## src/hw/rtl/wildcard_mask_matcher_defines.svh

```systemverilog
`ifndef WILDCARD_MASK_MATCHER_DEFINES_SVH
`define WILDCARD_MASK_MATCHER_DEFINES_SVH
`ifndef SYNTHESIS
`define WMM_ASSERT_SAME(lbl, ante, cons) \
  lbl: assert property (@(posedge clk_i) disable iff (!rst_ni) (ante) |-> (cons)) \
    else $error("wildcard_mask_matcher: same-cycle check failed");
`define WMM_ASSERT_NEXT(lbl, ante, cons) \
  lbl: assert property (@(posedge clk_i) disable iff (!rst_ni) (ante) |=> (cons)) \
    else $error("wildcard_mask_matcher: next-cycle check failed");
`else
`define WMM_ASSERT_SAME(lbl, ante, cons)
`define WMM_ASSERT_NEXT(lbl, ante, cons)
`endif
`endif

```

## src/hw/rtl/wmm_pkg.sv

```systemverilog
package wmm_pkg;

  localparam int unsigned MaskLenDef = 32;
  localparam int unsigned SymW       = 21;
  localparam int unsigned CmdW       = 2;
  localparam int unsigned SlotW      = 5;
  localparam int unsigned LenW       = 6;
  localparam int unsigned ApbAddrW   = 3;
  localparam int unsigned ApbDataW   = 32;

  localparam logic [SymW-1:0] ChAny   = SymW'(32'h3F);
  localparam logic [SymW-1:0] ChStar  = SymW'(32'h2A);
  localparam logic [SymW-1:0] ChUpA   = SymW'(32'h41);
  localparam logic [SymW-1:0] ChUpZ   = SymW'(32'h5A);
  localparam logic [SymW-1:0] FoldOfs = SymW'(32'h20);

  typedef enum logic [CmdW-1:0] {
    CmdLoad = 2'd0,
    CmdName = 2'd1,
    CmdEnd  = 2'd2
  } cmd_e;

  typedef enum logic {
    RegMaskLen  = 1'b0,
    RegFoldCase = 1'b1
  } reg_e;

  typedef struct packed {
    logic wr;
    logic active;
    logic fold;
  } cell_ctl_t;

  function automatic logic [SymW-1:0] fold_sym(input logic [SymW-1:0] c, input logic en);
    if (en && (c >= ChUpA) && (c <= ChUpZ)) begin
      return c + FoldOfs;
    end
    return c;
  endfunction

endpackage

```

## src/hw/rtl/wmm_if.sv

```systemverilog
interface wmm_req_if import wmm_pkg::*; ();
  logic            valid;
  logic            ready;
  logic [CmdW-1:0] cmd;
  logic [SlotW-1:0] slot;
  logic [SymW-1:0] symbol;

  modport source (output valid, cmd, slot, symbol, input ready);
  modport sink   (input valid, cmd, slot, symbol, output ready);
endinterface

interface wmm_rsp_if ();
  logic valid;
  logic ready;
  logic matched;

  modport source (output valid, matched, input ready);
  modport sink   (input valid, matched, output ready);
endinterface

```

## src/hw/rtl/wmm_cell.sv

```systemverilog
module wmm_cell import wmm_pkg::*; (
  input  logic            clk_i,
  input  cell_ctl_t       ctl_i,
  input  logic [SymW-1:0] sym_i,
  input  logic [SymW-1:0] name_i,
  input  logic            live_i,
  output logic            star_o,
  output logic            stay_o,
  output logic            fwd_o
);

  logic [SymW-1:0] mask_q;
  logic [SymW-1:0] mask_d;
  logic            is_star;
  logic            hit;

  assign mask_d = ctl_i.wr ? sym_i : mask_q;

  always_ff @(posedge clk_i) begin
    mask_q <= mask_d;
  end

  assign is_star = (mask_q == ChStar);
  assign hit     = (mask_q == ChAny) || (fold_sym(mask_q, ctl_i.fold) == name_i);
  assign star_o  = ctl_i.active & is_star;
  assign stay_o  = live_i & star_o;
  assign fwd_o   = live_i & ctl_i.active & ~is_star & hit;

endmodule

```

## src/hw/rtl/wmm_star_close.sv

```systemverilog
module wmm_star_close #(
  parameter int unsigned MASK_LEN = 32
) (
  input  logic [MASK_LEN:0] live_i,
  input  logic [MASK_LEN:0] star_i,
  input  logic [MASK_LEN:0] keep_i,
  output logic [MASK_LEN:0] live_o
);

  // A live star position passes liveness to the next position; a run of
  // stars behaves like a carry chain, so one add resolves the whole run.
  logic [MASK_LEN:0] kept;
  logic [MASK_LEN:0] gen;
  logic [MASK_LEN:0] sum;
  logic [MASK_LEN:0] carry;

  assign kept   = live_i & keep_i;
  assign gen    = star_i & kept;
  assign sum    = star_i + gen;
  assign carry  = sum ^ star_i ^ gen;
  assign live_o = kept | carry;

endmodule

```

## src/hw/rtl/wildcard_mask_matcher.sv

```systemverilog
// Wildcard mask matcher. Load the mask with one load request per character
// (slot and symbol), set mask_length and fold_case over the APB port, then
// stream name characters and close each name with an end request, which
// returns matched and re-arms the matcher. A load also re-arms it. In the mask
// '*' matches any run, '?' exactly one character; fold_case folds A-Z only.
// Requests may follow back to back: each mask position is a cell of a
// row, all cells update their live bits in the same cycle, and runs of
// stars are resolved by one carry chain across the row. The result of an
// end request sits in an output register, and a new request is taken
// whenever that register is empty or being drained.
`include "wildcard_mask_matcher_defines.svh"

module wildcard_mask_matcher import wmm_pkg::*; #(
  parameter int unsigned MASK_LEN = MaskLenDef
) (
  input  logic                clk_i,
  input  logic                rst_ni,
  wmm_req_if.sink             in_i,
  wmm_rsp_if.source           out_o,
  input  logic                psel,
  input  logic                penable,
  input  logic                pwrite,
  input  logic [ApbAddrW-1:0] paddr,
  input  logic [ApbDataW-1:0] pwdata,
  output logic [ApbDataW-1:0] prdata,
  output logic                pready
);

  localparam int unsigned LvW = $clog2(MASK_LEN + 1);
  localparam logic [MASK_LEN:0] LiveOne = (MASK_LEN + 1)'(1);

  logic [LenW-1:0]   len_q;
  logic              fold_q;
  logic [MASK_LEN:0] live_q;
  logic [MASK_LEN:0] live_d;
  logic              out_valid_q;
  logic              out_valid_d;
  logic              matched_q;

  logic              cfg_wr;
  reg_e              cfg_idx;
  logic              accept;
  cmd_e              cmd;
  logic [SymW-1:0]   name_f;
  logic [LvW-1:0]    ulen;
  logic [MASK_LEN:0] keep;
  logic [MASK_LEN:0] star_v;
  logic [MASK_LEN:0] stay_v;
  logic [MASK_LEN-1:0] fwd;
  logic [MASK_LEN:0] live_c;
  logic [MASK_LEN:0] live_next;
  logic              hit;
  cell_ctl_t         ctl [MASK_LEN];

  assign cfg_wr  = psel & penable & pwrite;
  assign cfg_idx = reg_e'(paddr[2]);
  assign pready  = 1'b1;

  always_comb begin
    unique case (cfg_idx)
      RegMaskLen:  prdata = ApbDataW'(len_q);
      RegFoldCase: prdata = ApbDataW'(fold_q);
      default:     prdata = '0;
    endcase
  end

  assign ulen = (32'(len_q) > MASK_LEN) ? LvW'(MASK_LEN) : LvW'(len_q);

  assign accept     = in_i.valid & in_i.ready;
  assign cmd        = cmd_e'(in_i.cmd);
  assign name_f     = fold_sym(in_i.symbol, fold_q);
  assign in_i.ready = ~out_valid_q | out_o.ready;

  for (genvar g = 0; g <= MASK_LEN; g++) begin : g_keep
    assign keep[g] = (LvW'(g) <= ulen);
  end

  for (genvar g = 0; g < MASK_LEN; g++) begin : g_cell
    assign ctl[g].wr     = accept && (cmd == CmdLoad) && (32'(in_i.slot) == g);
    assign ctl[g].active = (LvW'(g) < ulen);
    assign ctl[g].fold   = fold_q;

    wmm_cell u_cell (
      .clk_i  (clk_i),
      .ctl_i  (ctl[g]),
      .sym_i  (in_i.symbol),
      .name_i (name_f),
      .live_i (live_c[g]),
      .star_o (star_v[g]),
      .stay_o (stay_v[g]),
      .fwd_o  (fwd[g])
    );
  end

  assign star_v[MASK_LEN] = 1'b0;
  assign stay_v[MASK_LEN] = 1'b0;

  wmm_star_close #(
    .MASK_LEN (MASK_LEN)
  ) u_close (
    .live_i (live_q),
    .star_i (star_v),
    .keep_i (keep),
    .live_o (live_c)
  );

  assign live_next = stay_v | {fwd, 1'b0};
  assign hit       = live_c[ulen];

  always_comb begin
    live_d = live_q;
    if (accept) begin
      unique case (cmd)
        CmdLoad: live_d = LiveOne;
        CmdName: live_d = live_next;
        CmdEnd:  live_d = LiveOne;
        default: live_d = live_q;
      endcase
    end
  end

  assign out_valid_d = (accept && (cmd == CmdEnd)) | (out_valid_q & ~out_o.ready);

  always_ff @(posedge clk_i or negedge rst_ni) begin
    if (!rst_ni) begin
      len_q       <= '0;
      fold_q      <= 1'b0;
      live_q      <= LiveOne;
      out_valid_q <= 1'b0;
    end else begin
      if (cfg_wr) begin
        unique case (cfg_idx)
          RegMaskLen:  len_q  <= pwdata[LenW-1:0];
          RegFoldCase: fold_q <= pwdata[0];
          default: ;
        endcase
      end
      live_q      <= live_d;
      out_valid_q <= out_valid_d;
    end
  end

  always_ff @(posedge clk_i) begin
    if (accept && (cmd == CmdEnd)) begin
      matched_q <= hit;
    end
  end

  assign out_o.valid   = out_valid_q;
  assign out_o.matched = matched_q;

  `WMM_ASSERT_NEXT(a_end_gives_result, accept && (cmd == CmdEnd), out_o.valid)
  `WMM_ASSERT_NEXT(a_load_rearms, accept && (cmd == CmdLoad), live_q == LiveOne)
  `WMM_ASSERT_NEXT(a_no_spurious_result, accept && (cmd != CmdEnd) && out_o.ready, !out_o.valid)
  `WMM_ASSERT_SAME(a_full_stalls_input, out_o.valid && !out_o.ready, !in_i.ready)

endmodule

```

## src/flat_wrapper.sv

```systemverilog
// flat-port wrapper written by rule: the top's interface ports become plain ports
module wildcard_mask_matcher_flat import wmm_pkg::*;
#(
  parameter int unsigned MASK_LEN = MaskLenDef
)
  (clk_i, rst_ni, psel, penable, pwrite, paddr, pwdata, prdata, pready, in_i_valid, in_i_cmd, in_i_slot, in_i_symbol, in_i_ready, out_o_valid, out_o_matched, out_o_ready);
  wmm_req_if in_i_i ();
  wmm_rsp_if out_o_i ();
  input  logic clk_i;
  input  logic rst_ni;
  input  logic psel;
  input  logic penable;
  input  logic pwrite;
  input  logic [ApbAddrW-1:0] paddr;
  input  logic [ApbDataW-1:0] pwdata;
  output logic [ApbDataW-1:0] prdata;
  output logic pready;
  input wire logic [$bits(in_i_i.valid)-1:0] in_i_valid;
  input wire logic [$bits(in_i_i.cmd)-1:0] in_i_cmd;
  input wire logic [$bits(in_i_i.slot)-1:0] in_i_slot;
  input wire logic [$bits(in_i_i.symbol)-1:0] in_i_symbol;
  output wire logic [$bits(in_i_i.ready)-1:0] in_i_ready;
  output wire logic [$bits(out_o_i.valid)-1:0] out_o_valid;
  output wire logic [$bits(out_o_i.matched)-1:0] out_o_matched;
  input wire logic [$bits(out_o_i.ready)-1:0] out_o_ready;
  assign in_i_i.valid = in_i_valid;
  assign in_i_i.cmd = in_i_cmd;
  assign in_i_i.slot = in_i_slot;
  assign in_i_i.symbol = in_i_symbol;
  assign in_i_ready = in_i_i.ready;
  assign out_o_valid = out_o_i.valid;
  assign out_o_matched = out_o_i.matched;
  assign out_o_i.ready = out_o_ready;
  wildcard_mask_matcher #(.MASK_LEN(MASK_LEN)) u_core (.clk_i(clk_i), .rst_ni(rst_ni), .in_i(in_i_i), .out_o(out_o_i), .psel(psel), .penable(penable), .pwrite(pwrite), .paddr(paddr), .pwdata(pwdata), .prdata(prdata), .pready(pready));
endmodule
```

## config.mk

```make
export PLATFORM = sky130hd
export DESIGN_NAME = wildcard_mask_matcher_flat
export DESIGN_NICKNAME = d
export VERILOG_FILES = /design/src/hw/rtl/wmm_pkg.sv /design/src/hw/rtl/wmm_if.sv /design/src/hw/rtl/wmm_cell.sv /design/src/hw/rtl/wmm_star_close.sv /design/src/hw/rtl/wildcard_mask_matcher.sv /design/src/flat_wrapper.sv
export VERILOG_INCLUDE_DIRS = /design/src /design/src/hw/rtl
export SDC_FILE = /design/constraint.sdc
export NUM_CORES = 1
export LEC_CHECK = 0
export BUFFER_PORTS_ARGS = -buffer_cell sky130_fd_sc_hd__buf_2
export CORE_ASPECT_RATIO = 0.75
export CORE_MARGIN = 4
export CORE_UTILIZATION = 30
export DETAILED_ROUTE_END_ITERATION = 12
export SYNTH_ARGS = -nofsm -noshare
export SYNTH_HDL_FRONTEND = slang
export SYNTH_HIERARCHICAL = 1
export SYNTH_SLANG_ARGS = --single-unit
```

## constraint.sdc

```tcl
create_clock -name clk_i -period 6.01 [get_ports clk_i]
set_input_delay 1.202 -clock clk_i [delete_from_list [all_inputs] [get_ports clk_i]]
set_output_delay 1.202 -clock clk_i [all_outputs]
set_load 0.02 [all_outputs]
```

==> results.md, run 1 <==
* CP Capture Point: u_core/out_o.matched
* Tmin final at 5620 ps
* CP Launch Type: flip-flop
* Avg Cell Area, Syn at 11.7 sq um
* Cell taking the most area after synthesis: edfxtp_1
* VDD IR-drop max at 0.000235 V
* Final Non-Filler Cells at 5,500
* CTS buffer count at 72
* Via count at 31,100
* Total track usage at 0.170
* Worst-path clk slew at 70 ps
* Layout cells sized above 1 at 0.113
* CP arrival at 6090 ps
* Final nets at 3,794
* Initial antenna violation count at 6
* Max Cap Viol at 0
* Final slew viol count at 0
* Final Skew at 32.4 ps
* Wire per inst at 22.8 um
* Number of global-route vias before repair at 29,500
* Detail Placement HPWL at 81.5 mm
* Top cells by area, synth: edfxtp_1 49%, xor2_1 12%, nand4_1 3.6%
* Reg2Reg Capture Point: u_core/out_o.matched
* Top FF cell, synth: edfxtp_1
* Status: completed
* Critical path endpoint category: flip-flop
* Crit path buf inv count at 0
* Post-DRT Antenna Nets at 0
* Core Footprint at 0.136 sq mm
* Syn-to-layout area delta at 13.0%
* Most common cell after layout, fill and taps aside: edfxtp_1
* Resize count post-CTS at 0
* Post-synthesis cell type count at 77
* First-pass GRT wire length at 188 mm
* Hold buffer count at CTS at 0
* Drt first pass iters at 6
* Worst path depth at 17
* Reg2Reg Setup Slack at 390 ps
* Worst-Skew Late Latency at 660 ps
* Commonest cells after routing, fill and taps aside: 673 x edfxtp_1, 544 x xor2_1, 233 x nand4_1, 215 x nand2_1, 193 x nor4_1
* Max Root-Sink Buffers at 3
* Die Wd at 435 um
* RSZ-0062 raised after global routing: false
* Reg-to-Reg Start: u_core/g_cell[4].u_cell/mask_q[13]
* Synth top area share at 0.492
* Vias per cell at 5.66
* Synthesis Warnings at 6
* Ys async rst share at 0.0574
* Sequential element share of the synthesized area at 0.517
* Worst setup path start: u_core/g_cell[4].u_cell/mask_q[13]
* H-tree Lvls at 3
* Design Area, Final at 0.0464 sq mm
* Post-synth EDFFs at 673
* Final-report setup violation count at 0
* Fin Setup TNS at 0 ps
* Synth Instances at 3,499
* Critical path cell sequence: nor4_1, nand3_1, nor2_1, nor4b_1, and2_1, nand4_1, or3b_4, o32ai_2, a211oi_1, o32a_1, o32a_1, o31ai_2, nor2b_1, mux4_2, o221ai_1, and4_1, o41ai_1
* Family with the most delay on the worst path: simple AND/OR/NAND/NOR gates
* Crit path max fanout at 5
* CTS tree: built
* Die area at 0.143 sq mm
* Path depth of the worst reg2reg path at 17
* Seq cells post-synth at 714
* Kind of critical path: reg2reg
* Slew at the pin closest to its max-slew limit at 1190 ps
* Setup Fix Bufs, Post-CTS at 0
* Initial DRC count at 3,736
* Routability Congestion at 0.896
* Worst EP required at 6480 ps
* Most common cell on crit path: o32a_1
* Hold Path Class: reg2reg
* Floorplan row count at 117
* Slowest Stage Delay on Critical Path at 700 ps
* Root buf cell: clkbuf_16
* Leakage power at 14.5 nW
* Chip Height at 328 um
* Num ports at 106
* Relative slew slack at 0.208
* Placed Cells at 5,368
* Gr ovfl total at 0
* Largest net degree at the start of global routing at 65
* Drc violations at 0
* Dpl cell area at 0.0441 sq mm
* F_max at 0.178 GHz
* CTS sink cnt at 714
* Initial Utilization at 0.302
* Post-detailed-routing wire length at 126 mm
* Final hold viol count at 0
* Port Buffer Count at 50
* Mapped Area at 0.0410 sq mm
* Power per cell area at 238 mW/mm^2
* Slowest cell on crit path: nor4b_1
* Final worst-path cycle share at 0.935
worst min-delay path, stage by stage, from the launching register on:
cell     delay (ps)
dfrtp_1         340
nand2_1          50
o21ai_1          60
worst min path at each step:
stage	from	to	slack [ps]	cells after the start
after floorplan	u_core/live_q[26]	u_core/live_q[26]	460	2
after global placement	u_core/live_q[26]	u_core/live_q[26]	470	2
after detailed placement	u_core/live_q[26]	u_core/live_q[26]	480	2
after CTS	u_core/live_q[26]	u_core/live_q[26]	490	2
after global routing	u_core/live_q[26]	u_core/live_q[26]	500	2
final	u_core/live_q[26]	u_core/live_q[26]	490	2
cells by family after synthesis:
kind of cell	Yosys count	share of synthesized area
compound gates	435	0.0792
xor+xnor	674	0.144
fa+ha+maj	67	0.0204
buf+inv	163	0.0175
flops	714	0.517
mux	50	0.0147
other cells	2	0.000183
simple gates	1394	0.207
power breakdown:
part	total, mW	internal [mW]	switching (mW)	leakage [nW]
clock	4.48	2.52	1.95	1.12
sequential	5.53	5.46	0.0637	6.60
combinational	1.05	0.294	0.753	6.81
total	11.1	8.28	2.77	14.5
cell usage after synthesis (all sizes together), types with 34 or more instances:
| master | number |
|---|---|
| a211oi | 35 |
| a22o | 39 |
| and2 | 72 |
| and3 | 36 |
| buf | 35 |
| clkbuf | 36 |
| dfrtp | 40 |
| edfxtp | 673 |
| ha | 67 |
| inv | 92 |
| mux2 | 41 |
| nand2 | 215 |
| nand2b | 45 |
| nand3 | 87 |
| nand4 | 233 |
| nand4b | 34 |
| nor2 | 156 |
| nor3 | 102 |
| nor3b | 34 |
| nor4 | 226 |
| nor4b | 66 |
| o2111ai | 34 |
| o21ai | 98 |
| o221ai | 35 |
| o311ai | 34 |
| o31ai | 35 |
| or4 | 68 |
| xnor2 | 130 |
| xor2 | 544 |
registers in the layout, summed over array words and instances, names as in the netlist:
signal,count
u_core/g_cell.u_cell/mask_q,672
u_core/live_q,33
u_core/len_q,6
u_core/fold_q,1
u_core/out_o.matched,1
u_core/out_o.valid,1
through the flow:
| step | utilization | hold slack [ps] | power [mW] | setup WS (ps) |
|---|---|---|---|---|
| after floorplan | - | 456 | 6.20 | 78.1 |
| after global placement | 0.324 | 473 | 6.66 | 632 |
| after detailed placement | 0.324 | 475 | 6.67 | 585 |
| after CTS | 0.341 | 491 | 11.1 | 603 |
| after global routing | 0.341 | 505 | 11.4 | 39.9 |
| final | 0.341 | 485 | 11.1 | 391 |
layout make-up:
type	count	area, sq um
inverter	92	345
sequential	714	21200
multi-input combinational	2649	19300
timing repair buffer	128	956
tap	1785	2230
clock buffer	88	1950
antenna	2	5.00
clock inverter	42	349
fill	13300	89500
metal layers:
layer | track usage | vias up | share of wire
met1 | 0.262 | 15400 | 0.47
met2 | 0.245 | 1489 | 0.41
li1 | - | 14000 | -
met3 | 0.0282 | 203 | 0.091
met5 | 0 | - | 0.00010
met4 | 0.0451 | 2 | 0.026
No activity file was read; power rests on OpenSTA's default activity.
==> inputs of run 2 (changes only) <==
--- a/config.mk
+++ b/config.mk
@@ -8,9 +8,10 @@
 export LEC_CHECK = 0
 export BUFFER_PORTS_ARGS = -buffer_cell sky130_fd_sc_hd__buf_2
 export CORE_ASPECT_RATIO = 0.75
-export CORE_MARGIN = 4
+export CORE_MARGIN = 5
 export CORE_UTILIZATION = 30
 export DETAILED_ROUTE_END_ITERATION = 12
+export RECOVER_POWER = 25
 export SYNTH_ARGS = -nofsm -noshare
 export SYNTH_HDL_FRONTEND = slang
 export SYNTH_HIERARCHICAL = 1
==> results.md, run 2 (synthesized netlist as in run 1, its figures left out) <==
* Status: finished with violations (was completed)
* Failing checks: capacitance limit, slew limit
* Post-detailed-routing wire length at 127 mm (was 126 mm)
* Die area at 0.144 sq mm (was 0.143 sq mm)
* Relative slew slack at -0.967 (was 0.208)
* Crit path max fanout at 30 (was 5)
* VDD IR-drop max at 0.000180 V (was 0.000235 V)
* Number of global-route vias before repair at 29,300 (was 29,500)
* Max Cap Viol at 18 (was 0)
* Final-report setup violation count at 0 (unchanged)
* Leakage power at 14.5 nW (about the same)
* Final hold viol count at 0 (unchanged)
* Reg-to-Reg Start: u_core/g_cell[6].u_cell/mask_q[13] (was u_core/g_cell[4].u_cell/mask_q[13])
* Gr ovfl total at 0 (unchanged)
* Layout cells sized above 1 at 0.106 (was 0.113)
* Worst-Skew Late Latency at 670 ps (was 660 ps)
* Reg2Reg Capture Point: u_core/out_o.matched (unchanged)
* Worst setup path start: in_i_symbol[3] (was u_core/g_cell[4].u_cell/mask_q[13])
* Hold buffer count at CTS at 0 (unchanged)
* CTS tree: built (unchanged)
* Path depth of the worst reg2reg path at 17 (unchanged)
* Post-DRT Antenna Nets at 0 (unchanged)
* Initial antenna violation count at 8 (was 6)
* Power per cell area at 245 mW/mm^2 (was 238 mW/mm^2)
* Max FFs per register at 672 (unchanged)
* Chip Height at 330 um (was 328 um)
* Routability Congestion at 0.926 (was 0.896)
* Core Footprint at 0.136 sq mm (unchanged)
* Vias per cell at 5.60 (was 5.66)
* Total power at 11.4 mW (was 11.1 mW)
* First-pass GRT wire length at 188 mm (about the same)
* F_max at 0.177 GHz (was 0.178 GHz)
* Kind of critical path: in2reg (was reg2reg)
* Critical path endpoint category: flip-flop (unchanged)
* Port Buffer Count at 50 (unchanged)
* Final Skew at 41.3 ps (was 32.4 ps)
* CP arrival at 6240 ps (was 6090 ps)
* CP Launch Type: primary input (was flip-flop)
* M2 GR Usage at 0.247 (was 0.245)
* Root buf cell: clkbuf_16 (unchanged)
* Critical path cell sequence: clkbuf_1, clkbuf_1, buf_4, xor2_1, nor4_1, nand4_1, nor4_1, o311ai_1, a211oi_1, nor2_1, o21ai_1 (was nor4_1, nand3_1, nor2_1, nor4b_1, and2_1, nand4_1, or3b_4, o32ai_2, a211oi_1, o32a_1, o32a_1, o31ai_2, nor2b_1, mux4_2, o221ai_1, and4_1, o41ai_1)
* Biggest registers after layout: u_core/g_cell.u_cell/mask_q: 672 flops, u_core/live_q: 33 flops, u_core/len_q: 6 flops (unchanged)
* Final worst-path cycle share at 0.941 (was 0.935)
* Initial DRC count at 2,910 (was 3,736)
* Total track usage at 0.169 (was 0.170)
* Tmin final at 5660 ps (was 5620 ps)
* Slowest Stage Delay on Critical Path at 1310 ps (was 700 ps)
* Detail Placement HPWL at 83.8 mm (was 81.5 mm)
* Floorplan row count at 117 (unchanged)
* Resize count post-CTS at 0 (unchanged)
* Most common cell after layout, fill and taps aside: edfxtp_1 (unchanged)
* CP Capture Point: u_core/live_q[14] (was u_core/out_o.matched)
* Setup Fix Bufs, Post-CTS at 0 (unchanged)
* RSZ-0062 raised after global routing: false (unchanged)
* Worst EP required at 6590 ps (was 6480 ps)
* Num ports at 106 (unchanged)
* Most used routing layer: met1 (unchanged)
* Final slew viol count at 550 (was 0)
* Final nets at 3,803 (was 3,794)
* Syn-to-layout area delta at 13.2% (was 13.0%)
* Largest net degree at the start of global routing at 56 (was 65)
* Initial Utilization at 0.302 (unchanged)
* Worst-path clk slew at 70 ps (about the same)
* Die Wd at 437 um (was 435 um)
* CTS buffer count at 75 (was 72)
* Routing usage on met3 at 0.0359 (was 0.0282)
* Fin Setup TNS at 0 ps (unchanged)
* Routing usage on met1 at 0.251 (was 0.262)
* Slowest cell on crit path: clkbuf_1 (was nor4b_1)
* Commonest cells after routing, fill and taps aside: 673 x edfxtp_1, 544 x xor2_1, 233 x nand4_1, 215 x nand2_1, 193 x nor4_1 (unchanged)
* Via count at 30,900 (was 31,100)
* H-tree Lvls at 3 (unchanged)
* Max Root-Sink Buffers at 3 (unchanged)
* Slew at the pin closest to its max-slew limit at 2950 ps (was 1190 ps)
* Drc violations at 0 (unchanged)
* Hold Path Class: reg2reg (unchanged)
* Reg2Reg Setup Slack at 560 ps (was 390 ps)
* Wire per inst at 23.0 um (was 22.8 um)
* CTS sink cnt at 714 (unchanged)
* Largest Register: u_core/g_cell.u_cell/mask_q (unchanged)
* Drt first pass iters at 6 (unchanged)
run 2: cell type report:
class	instances	area, sq um
clock buffers	90	2030
fillers	13400	89400
flip-flops and latches	714	21200
clock inverters	44	457
well taps	1785	2230
repair buffers	134	848
multi-input cells	2649	19300
inverters	92	345
diodes	5	12.5
run 2: metal layers:
metal	routed length (um)	vias to the layer above
li1	-	14000
met1	59000	15300
met5	0	-
met3	10900	181
met4	3800	0
met2	53100	1355
run 2: power by group:
group	leakage, nW	internal [mW]	switching [mW]
clock	1.20	2.79	1.99
combinational	6.70	0.290	0.767
sequential	6.60	5.47	0.0580
total	14.5	8.55	2.81
run 2: critical path: cells and delay by family:
kind | cells | cell delay (ps)
buf+inv | 3 | 3040
xor+xnor | 1 | 150
compound gates | 3 | 830
simple gates | 4 | 940
run 2: how the worst min path moves through the flow:
stage                   endpoint               from  slack [ps]  cells after the start
2_1_floorplan  u_core/live_q[26]  u_core/live_q[26]         460                      2
3_3_place_gp    u_core/live_q[7]   u_core/live_q[7]         470                      2
3_5_place_dp   u_core/live_q[26]  u_core/live_q[26]         490                      2
4_1_cts        u_core/live_q[26]  u_core/live_q[26]         500                      2
5_1_grt        u_core/live_q[25]  u_core/live_q[25]         530                      2
6_report       u_core/live_q[26]  u_core/live_q[26]         490                      2
run 2: stage by stage:
stage / setup WS [ps] / util / cell area [sq um] / instances / hold WS, ps
after CTS: 660 / 0.343 / 46600 / 5508 / 499
after floorplan: 78.1 / - / 41100 / 3526 / 456
after global routing: 163 / 0.342 / 46400 / 5511 / 532
after global placement: 816 / 0.325 / 44100 / 5374 / 474
after detailed placement: 685 / 0.325 / 44100 / 5374 / 485
final: 353 / 0.342 / 46500 / 5513 / 491
